**src/hw/rtl/pidd_pkg.sv**
```systemverilog
package pidd_pkg;

	// Fixed-point format and state widths.
	localparam int FRAC_BITS   = 16;
	localparam int INTEG_WIDTH = 48;
	localparam int DATA_W      = 32;
	localparam int CFG_IDX_W   = 3;

	// Shared multiplier: signed operands, one guard bit over the data width.
	localparam int MUL_W  = DATA_W + 1;
	localparam int PROD_W = 2 * MUL_W;

	// The integrator is multiplied in two halves; the low half is unsigned.
	localparam int INT_LO_W = INTEG_WIDTH / 2;
	localparam int INT_HI_W = INTEG_WIDTH - INT_LO_W;

	// Wide product accumulator, holds ki times the whole integrator exactly.
	localparam int PACC_W = INTEG_WIDTH + 34;

	localparam logic signed [63:0] S64_MAX = {1'b0, {63{1'b1}}};
	localparam logic signed [63:0] S64_MIN = {1'b1, {63{1'b0}}};

	localparam logic FUNC_UPDATE = 1'b0;
	localparam logic FUNC_RESET  = 1'b1;

	typedef enum logic [CFG_IDX_W-1:0] {
		CFG_KP         = 3'd0,
		CFG_KI         = 3'd1,
		CFG_KD         = 3'd2,
		CFG_OUT_MIN    = 3'd3,
		CFG_OUT_MAX    = 3'd4,
		CFG_HALF_TS    = 3'd5,
		CFG_BETA       = 3'd6,
		CFG_DERIV_GAIN = 3'd7
	} pidd_cfg_idx_t;

	typedef enum logic [3:0] {
		ST_IDLE,
		ST_MUL_INT,
		ST_MUL_BETA,
		ST_MUL_DGAIN,
		ST_MUL_KIHI,
		ST_MUL_KILO,
		ST_MUL_KP,
		ST_MUL_KD,
		ST_ACC_KD,
		ST_CLAMP
	} pidd_state_t;

	// Arithmetic shift right by the fraction width (floor), saturated to 64 bits.
	function automatic logic signed [63:0] shift_sat(input logic signed [PACC_W-1:0] x);
		logic signed [PACC_W-1:0] y;
		logic [PACC_W-64:0]       top;
		y   = x >>> FRAC_BITS;
		top = y[PACC_W-1:63];
		if ((&top) || !(|top)) begin
			return y[63:0];
		end
		return y[PACC_W-1] ? S64_MIN : S64_MAX;
	endfunction

	function automatic logic signed [63:0] sat64(input logic signed [64:0] x);
		if (x[64] != x[63]) begin
			return x[64] ? S64_MIN : S64_MAX;
		end
		return x[63:0];
	endfunction

	function automatic logic signed [31:0] clamp32(input logic signed [64:0] x);
		logic [33:0] top;
		top = x[64:31];
		if ((&top) || !(|top)) begin
			return x[31:0];
		end
		return x[64] ? {1'b1, {31{1'b0}}} : {1'b0, {31{1'b1}}};
	endfunction

	function automatic logic signed [INTEG_WIDTH-1:0] clamp_integ(
		input logic signed [65:0] x
	);
		logic [66-INTEG_WIDTH:0] top;
		top = x[65:INTEG_WIDTH-1];
		if ((&top) || !(|top)) begin
			return x[INTEG_WIDTH-1:0];
		end
		return x[65] ? {1'b1, {(INTEG_WIDTH-1){1'b0}}} : {1'b0, {(INTEG_WIDTH-1){1'b1}}};
	endfunction

	// Sign-extend a raw product to the accumulator width.
	function automatic logic signed [PACC_W-1:0] prod_ext(input logic signed [PROD_W-1:0] p);
		return {{(PACC_W-PROD_W){p[PROD_W-1]}}, p};
	endfunction

endpackage

```
**src/hw/rtl/pidd_mul.sv**
```systemverilog
module pidd_mul
	import pidd_pkg::*;
(
	input  logic                     clk,
	input  logic signed [MUL_W-1:0]  op_a,
	input  logic signed [MUL_W-1:0]  op_b,
	output logic signed [PROD_W-1:0] prod_q
);

	// Signed multiply with the product registered before any further use.
	always_ff @(posedge clk) begin
		prod_q <= op_a * op_b;
	end

endmodule

```
**src/hw/rtl/pid_dirty_derivative_saturating.sv**
```systemverilog
// An update word is taken only when idle; the input stalls until its result is loaded,
// which waits while an earlier result is held at the output. A reset word leaves the
// block idle. Updates are paced by the single shared 33 x 33 multiplier, used seven
// times per update under a small sequencer, plus a final saturation and clamp step.
// Reset (arst_n low) clears the controller state and loads the register defaults:
// all gains zero and the output limits at the full 32-bit range.
module pid_dirty_derivative_saturating
	import pidd_pkg::*;
(
	input  logic                  clk,
	input  logic                  arst_n,

	input  logic                  cfg_we,
	input  logic [CFG_IDX_W-1:0]  cfg_index,
	input  logic [DATA_W-1:0]     cfg_data,

	input  logic                  in_valid,
	output logic                  in_stall,
	input  logic                  func,
	input  logic signed [31:0]    setpoint,
	input  logic signed [31:0]    measurement,

	output logic                  out_valid,
	input  logic                  out_stall,
	output logic signed [31:0]    control_out
);

	// Configuration registers.
	logic signed [31:0] kp_q, ki_q, kd_q, out_min_q, out_max_q, deriv_gain_q;
	logic        [30:0] half_ts_q;
	logic signed [17:0] beta_q;

	// Controller state carried from one word to the next.
	logic signed [31:0]             prev_q;
	logic signed [INTEG_WIDTH-1:0]  integ_q;
	logic signed [31:0]             rate_q;

	// Working registers for the word in flight.
	logic signed [31:0]       err_q;
	logic signed [32:0]       esum_q;
	logic signed [32:0]       ediff_q;
	logic signed [63:0]       racc_q;
	logic signed [PACC_W-1:0] pacc_q;
	logic signed [63:0]       u_q;
	logic                     out_valid_q;
	logic signed [31:0]       control_out_q;

	pidd_state_t state_q, state_d;

	logic signed [MUL_W-1:0]  mul_a, mul_b;
	logic signed [PROD_W-1:0] prod_q;

	logic                     in_fire;
	logic                     out_fire;
	logic                     out_load;
	logic signed [32:0]       diff_in;
	logic signed [31:0]       err_in;
	logic signed [63:0]       term;
	logic signed [63:0]       u_hi_cut;
	logic signed [63:0]       lo64, up64;

	assign in_stall    = (state_q != ST_IDLE);
	assign in_fire     = in_valid && !in_stall;
	assign out_fire    = out_valid_q && !out_stall;
	assign out_valid   = out_valid_q;
	assign control_out = control_out_q;

	// The error is formed on acceptance and saturated to 32 bits.
	assign diff_in = {setpoint[31], setpoint} - {measurement[31], measurement};
	assign err_in  = clamp32({{32{diff_in[32]}}, diff_in});

	// Each product but the two ki halves is scaled back by the fraction width before use.
	assign term = shift_sat(prod_ext(prod_q));

	assign lo64     = {{32{out_min_q[31]}}, out_min_q};
	assign up64     = {{32{out_max_q[31]}}, out_max_q};
	assign u_hi_cut = (u_q > up64) ? up64 : u_q;

	// The result register must be free, or emptied this cycle, before loading.
	assign out_load = (state_q == ST_CLAMP) && (!out_valid_q || !out_stall);

	// Sequencer: each multiply step issues one product, which the step after it folds in.
	always_comb begin
		state_d = state_q;
		mul_a   = '0;
		mul_b   = '0;
		unique case (state_q)
			ST_IDLE: begin
				if (in_fire && func == FUNC_UPDATE) begin
					state_d = ST_MUL_INT;
				end
			end
			ST_MUL_INT: begin
				mul_a   = {2'b00, half_ts_q};
				mul_b   = esum_q;
				state_d = ST_MUL_BETA;
			end
			ST_MUL_BETA: begin
				mul_a   = {{(MUL_W-18){beta_q[17]}}, beta_q};
				mul_b   = {rate_q[31], rate_q};
				state_d = ST_MUL_DGAIN;
			end
			ST_MUL_DGAIN: begin
				mul_a   = {deriv_gain_q[31], deriv_gain_q};
				mul_b   = ediff_q;
				state_d = ST_MUL_KIHI;
			end
			ST_MUL_KIHI: begin
				mul_a   = {ki_q[31], ki_q};
				mul_b   = {{(MUL_W-INT_HI_W){integ_q[INTEG_WIDTH-1]}},
					integ_q[INTEG_WIDTH-1:INT_LO_W]};
				state_d = ST_MUL_KILO;
			end
			ST_MUL_KILO: begin
				mul_a   = {ki_q[31], ki_q};
				mul_b   = {{(MUL_W-INT_LO_W){1'b0}}, integ_q[INT_LO_W-1:0]};
				state_d = ST_MUL_KP;
			end
			ST_MUL_KP: begin
				mul_a   = {kp_q[31], kp_q};
				mul_b   = {err_q[31], err_q};
				state_d = ST_MUL_KD;
			end
			ST_MUL_KD: begin
				mul_a   = {kd_q[31], kd_q};
				mul_b   = {rate_q[31], rate_q};
				state_d = ST_ACC_KD;
			end
			ST_ACC_KD: begin
				state_d = ST_CLAMP;
			end
			ST_CLAMP: begin
				if (out_load) begin
					state_d = ST_IDLE;
				end
			end
			default: begin
				state_d = ST_IDLE;
			end
		endcase
	end

	always_ff @(posedge clk or negedge arst_n) begin
		if (!arst_n) begin
			state_q <= ST_IDLE;
		end else begin
			state_q <= state_d;
		end
	end

	pidd_mul u_mul (
		.clk    (clk),
		.op_a   (mul_a),
		.op_b   (mul_b),
		.prod_q (prod_q)
	);

	// Configuration writes.
	always_ff @(posedge clk or negedge arst_n) begin
		if (!arst_n) begin
			kp_q         <= '0;
			ki_q         <= '0;
			kd_q         <= '0;
			out_min_q    <= {1'b1, {31{1'b0}}};
			out_max_q    <= {1'b0, {31{1'b1}}};
			half_ts_q    <= '0;
			beta_q       <= '0;
			deriv_gain_q <= '0;
		end else if (cfg_we) begin
			unique case (pidd_cfg_idx_t'(cfg_index))
				CFG_KP:         kp_q         <= cfg_data;
				CFG_KI:         ki_q         <= cfg_data;
				CFG_KD:         kd_q         <= cfg_data;
				CFG_OUT_MIN:    out_min_q    <= cfg_data;
				CFG_OUT_MAX:    out_max_q    <= cfg_data;
				CFG_HALF_TS:    half_ts_q    <= cfg_data[30:0];
				CFG_BETA:       beta_q       <= cfg_data[17:0];
				CFG_DERIV_GAIN: deriv_gain_q <= cfg_data;
				default: begin
				end
			endcase
		end
	end

	// Controller state. A reset word clears the integrator and the filter and
	// seeds the previous error; an update word refreshes them as it goes.
	always_ff @(posedge clk or negedge arst_n) begin
		if (!arst_n) begin
			prev_q  <= '0;
			integ_q <= '0;
			rate_q  <= '0;
		end else begin
			if (in_fire) begin
				prev_q <= err_in;
				if (func == FUNC_RESET) begin
					integ_q <= '0;
					rate_q  <= '0;
				end
			end
			if (state_q == ST_MUL_BETA) begin
				// Trapezoidal step: half_ts times the error sum, added with saturation.
				integ_q <= clamp_integ({{(66-INTEG_WIDTH){integ_q[INTEG_WIDTH-1]}}, integ_q}
					+ {{2{term[63]}}, term});
			end
			if (state_q == ST_MUL_KIHI) begin
				// Filtered derivative: pole term plus the scaled error difference.
				rate_q <= clamp32({racc_q[63], racc_q} + {term[63], term});
			end
		end
	end

	// Working registers; they carry payload only and need no reset.
	always_ff @(posedge clk) begin
		if (in_fire) begin
			err_q   <= err_in;
			esum_q  <= {err_in[31], err_in} + {prev_q[31], prev_q};
			ediff_q <= {err_in[31], err_in} - {prev_q[31], prev_q};
		end
		case (state_q)
			ST_MUL_DGAIN: racc_q <= term;
			// The high half of ki times the integrator is weighted by the low half's width.
			ST_MUL_KILO:  pacc_q <= prod_ext(prod_q) <<< INT_LO_W;
			ST_MUL_KP:    u_q    <= shift_sat(pacc_q + prod_ext(prod_q));
			ST_MUL_KD,
			ST_ACC_KD:    u_q    <= sat64({u_q[63], u_q} + {term[63], term});
			default: begin
			end
		endcase
		// Upper limit first, then lower, so crossed limits give the lower one.
		if (out_load) begin
			control_out_q <= (u_hi_cut < lo64) ? out_min_q : u_hi_cut[31:0];
		end
	end

	always_ff @(posedge clk or negedge arst_n) begin
		if (!arst_n) begin
			out_valid_q <= 1'b0;
		end else if (out_load) begin
			out_valid_q <= 1'b1;
		end else if (out_fire) begin
			out_valid_q <= 1'b0;
		end
	end

	// A reset word leaves the integrator and the filter cleared.
	a_reset_word_clears: assert property (@(posedge clk) disable iff (!arst_n)
		in_valid && !in_stall && func == FUNC_RESET |=> integ_q == '0 && rate_q == '0)
		else $error("reset word did not clear integrator and filter");

	// An update word keeps the input side busy on the following cycle.
	a_update_busy: assert property (@(posedge clk) disable iff (!arst_n)
		in_valid && !in_stall && func == FUNC_UPDATE |=> in_stall)
		else $error("input taken again straight after an update word");

	// Leaving the clamp step always presents a result.
	a_clamp_loads: assert property (@(posedge clk) disable iff (!arst_n)
		state_q == ST_CLAMP && (!out_valid || !out_stall) |=> out_valid && !in_stall)
		else $error("clamp step finished without a result word");

endmodule

```
**config.mk**
```make
export PLATFORM = sky130hd
export DESIGN_NAME = pid_dirty_derivative_saturating
export DESIGN_NICKNAME = d
export VERILOG_FILES = /design/src/hw/rtl/pidd_pkg.sv /design/src/hw/rtl/pidd_mul.sv /design/src/hw/rtl/pid_dirty_derivative_saturating.sv
export SDC_FILE = /design/constraint.sdc
export NUM_CORES = 2
export LEC_CHECK = 0
export BUFFER_PORTS_ARGS = -buffer_cell sky130_fd_sc_hd__buf_2
export CAP_MARGIN = 20
export CORE_MARGIN = 5
export CORE_UTILIZATION = 55
export DETAILED_ROUTE_END_ITERATION = 10
export PLACE_DENSITY = 0.71
export SLEW_MARGIN = 20
export SYNTH_ARGS = -nofsm -noshare
export SYNTH_HDL_FRONTEND = slang
export SYNTH_SLANG_ARGS = --single-unit
```
**constraint.sdc**
```tcl
create_clock -name clk -period 12.3 [get_ports clk]
set_clock_uncertainty 0.05 [all_clocks]
set_input_delay 1.845 -clock clk [delete_from_list [all_inputs] [get_ports clk]]
set_output_delay 1.845 -clock clk [all_outputs]
set_load 0.01 [all_outputs]
```
==> run_results.csv <==
group,metric,value,unit
outcome,status,"finished, final reports clean",
clocking,path_clk_slew,0.06,ns
critical_path,crit_path_max_fanout,19,
critical_path,crit_top_cell,"fa_1",
final_layout,finalNetCount,10940,
logic_synthesis,syn_nets,10942,
die,initial_core_util,55.3,%
flow_run,cap_violations,0,
critical_path,timing.rr.end,"u_mul.prod_q[63]$_DFF_P_",
clocking,cts.sinks,725,
critical_path,crit_path_top_delay_cell,"a222oi_1",
sta,finalCritPeriodShare,93.9,%
detailed_routing,wl_per_cell,26.8,um
clocking,cts_made_buffers,84,
logic_synthesis,ys_ff_latch,725,
detailed_routing,vias_per_cell,6.21,
hold_path,worstHoldEndpoint,"pacc_q[25]$_DFFE_PN_",
die,die_y,404,um
logic_synthesis,synth-simple-area-share,12.4,%
logic_synthesis,syn_avg_cell_area,9.42,um2
placement,dp_hpwl,237,mm
final_layout,area_delta_synth_final,7.51,%
sta,report.final.slew_viol_count,0,
logic_synthesis,synthAdderAreaFrac,36.3,%
hold_path,min_delay_path_depth,0,
logic_synthesis,synth_area,85200,um2
detailed_routing,antenna_left,0,
clocking,postCtsHoldBufs,0,
clocking,cts_tree,"yes",
logic_synthesis,synth_mux_area_share,4.13,%
detailed_routing,routed_wl,300,mm
logic_synthesis,synth_cell_types,82,
die,num_rows,144,
clocking,cts_resized,0,
clocking,clockBufferDepth,3,
logic_synthesis,seq_area_frac_synth,22.7,%
sta,rsz0062_at_grt,"false",
global_routing,grt_max_degree,87,
critical_path,path_buf_inv,4,
hold_path,worstHoldStart,"u_mul.prod_q[1]$_DFF_P_",
clocking,clk_latency,0.69,ns
logic_synthesis,async_flop_share,49.4,%
sta,worst_slew_margin_rel,9.65,%
detailed_routing,drt_iter0_markers,7359,
sta,clock.fmax,86.6,MHz
global_routing,grt_pass1_wl,447,mm
final_layout,mostFrequentLayoutCell,"inv_1",
global_routing,grt_util_all_layers,36.6,%
logic_synthesis,synth_xor_area_share,3.43,%
clocking,root_buffer,"clkbuf_16",
placement,place.gp.congestion,1.05,
critical_path,rr_worst_depth,31,
sta,setup_tns,0,ns
logic_synthesis,synth_flop_cell,"dfrtp_1",
sta,hold_viol_final,0,
logic_synthesis,synth_cells,9047,
global_routing,grt_overflow_total,0,
final_layout,utilization,59.4,%
sta,fin_crit,11.55,ns
placement,numPortBuffers,138,
critical_path,cp-end-kind,"flip-flop",
die,dieWidth,404,um
final_layout,seq_area,19400,um2
global_routing,antenna_found_initial,15,
logic_synthesis,synth_top_family_by_area,"adder cells",
clocking,h-tree-depth,3,
critical_path,cp-start-kind,"flip-flop",
detailed_routing,drt_pass1_iterations,6,
sta,tightest_slew,1.36,ns
critical_path,path_class,"flip-flop to flip-flop",
critical_path,crit_arrival,12.11,ns
logic_synthesis,synth_edf_count,301,
clocking,post_cts_buffers,0,
critical_path,rrSetupSlack,0.75,ns
logic_synthesis,ys.warnings.count,0,
final_layout,layout_common_cells,"inv_1 (1422), fa_1 (1128), nand2_1 (976), nor2_1 (712), ha_1 (661)",
critical_path,cpLargestDelayFamily,"compound AO/OA/AOI/OAI gates",
final_layout,multi_input_area,59200,um2
critical_path,cpPeakStageDelay,0.93,ns
critical_path,timing.rr.start,"state_q[1]$_DFFE_PN0P_",
sta,setup_viol,0,
die,io_pins,139,
detailed_routing,num_vias,69348,
global_routing,grt_pass1_vias,69753,
logic_synthesis,synth_compound_area_share,12.9,%
hold_path,hold_path.class,"flip-flop to flip-flop",
detailed_routing,drc,0,
critical_path,worst_ep_required_time,12.86,ns
final_layout,drive_gt1_share,9.59,%
die,core_area,154000,um2
die,die_area,163000,um2
final_layout,fillers,13347,
==> layer usage <==
metal  wire (um)  vias to the layer above  track usage, %
li1            -                    29985               -
met1      114000                    34498            47.7
met2      125000                     3981            53.6
met3       37900                      882            12.1
met4       22600                        2            21.3
met5          12                        -               0
==> area by class of cell <==
class	instances	area share, %
Multi-Input combinational cell	6491	64.7
Sequential cell	725	21.1
Inverter	1425	5.84
Tap cell	2044	2.79
Clock buffer	107	2.58
Timing Repair Buffer	318	2.30
Clock inverter	51	0.641
Antenna cell	12	0.0328
==> kinds of logic (layout without fill, tap and decap cells) <==
family	after synthesis	in the layout
buffers and inverters	1831	1901
XOR/XNOR	334	334
flip-flops	725	725
adder cells (fa/ha/maj)	1796	1796
multiplexers	314	314
other	0	12
AND/OR/NAND/NOR	2385	2385
AO/OA/AOI/OAI	1662	1662
==> registers in the layout (all words and copies together), names as in the netlist, 33 cells and up <==
| register | cells |
|---|---|
| racc_q | 50 |
| integ_q | 48 |
| pacc_q | 58 |
| u_mul.prod_q | 66 |
| u_q | 64 |
| esum_q | 33 |
==> synth_stat cells, types with 15 or more instances <==
| master | count | area, um2 |
|---|---|---|
| nand2_1 | 978 | 3670 |
| and3_1 | 58 | 363 |
| dfstp_2 | 32 | 841 |
| ha_1 | 661 | 8270 |
| mux2i_1 | 17 | 170 |
| a21o_1 | 196 | 1470 |
| a211o_1 | 23 | 201 |
| nor3_1 | 74 | 370 |
| a21oi_1 | 487 | 2440 |
| a22oi_1 | 91 | 683 |
| xor2_1 | 103 | 902 |
| o21ai_0 | 285 | 1430 |
| edfxtp_1 | 301 | 9040 |
| o21a_1 | 60 | 450 |
| clkbuf_1 | 376 | 1410 |
| a222oi_1 | 27 | 270 |
| a221o_1 | 52 | 521 |
| nor2b_1 | 55 | 344 |
| dfxtp_1 | 66 | 1320 |
| a221oi_1 | 24 | 210 |
| and2_1 | 58 | 363 |
| nor2_1 | 717 | 2690 |
| inv_1 | 1423 | 5340 |
| o211ai_1 | 41 | 308 |
| nand2b_1 | 82 | 513 |
| nand4_1 | 92 | 576 |
| o21bai_1 | 62 | 465 |
| or3_1 | 28 | 175 |
| a31oi_1 | 49 | 307 |
| mux2_2 | 297 | 3340 |
| and4_1 | 36 | 315 |
| or2_2 | 15 | 93.8 |
| buf_1 | 24 | 90.1 |
| dfrtp_1 | 326 | 8160 |
| a2bb2oi_1 | 33 | 289 |
| xnor2_1 | 231 | 2020 |
| nand3_1 | 129 | 646 |
| o31ai_1 | 22 | 165 |
| fa_1 | 1129 | 22600 |
| a211oi_1 | 67 | 503 |
| nor4_1 | 17 | 106 |
==> how the worst max path moves through the flow <==
stage,from,end,cells past startpoint
after floorplan,state_q[2]$_DFFE_PN0P_,u_mul.prod_q[63]$_DFF_P_,33
after global placement,state_q[1]$_DFFE_PN0P_,u_mul.prod_q[65]$_DFF_P_,31
after detailed placement,state_q[3]$_DFFE_PN0P_,u_mul.prod_q[63]$_DFF_P_,30
after CTS,state_q[3]$_DFFE_PN0P_,u_mul.prod_q[65]$_DFF_P_,30
after global routing,state_q[1]$_DFFE_PN0P_,u_mul.prod_q[65]$_DFF_P_,33
final,state_q[1]$_DFFE_PN0P_,u_mul.prod_q[63]$_DFF_P_,31
==> per-stage QoR <==
stage | cell area [um2] | std cells | setup slack, ns | hold WS, ns
3_3_place_gp | 88500 | 10997 | 1.13 | 0.341
2_1_floorplan | 85200 | 9047 | 1.19 | 0.336
5_1_grt | 91500 | 11161 | 0.290 | 0.360
6_report | 91600 | 11173 | 0.747 | 0.354
3_5_place_dp | 88500 | 11001 | 1.08 | 0.339
4_1_cts | 91500 | 11159 | 1.03 | 0.354
Power is not shown: default switching activity piles up to over one toggle a cycle in this logic, so the estimate is an artifact.
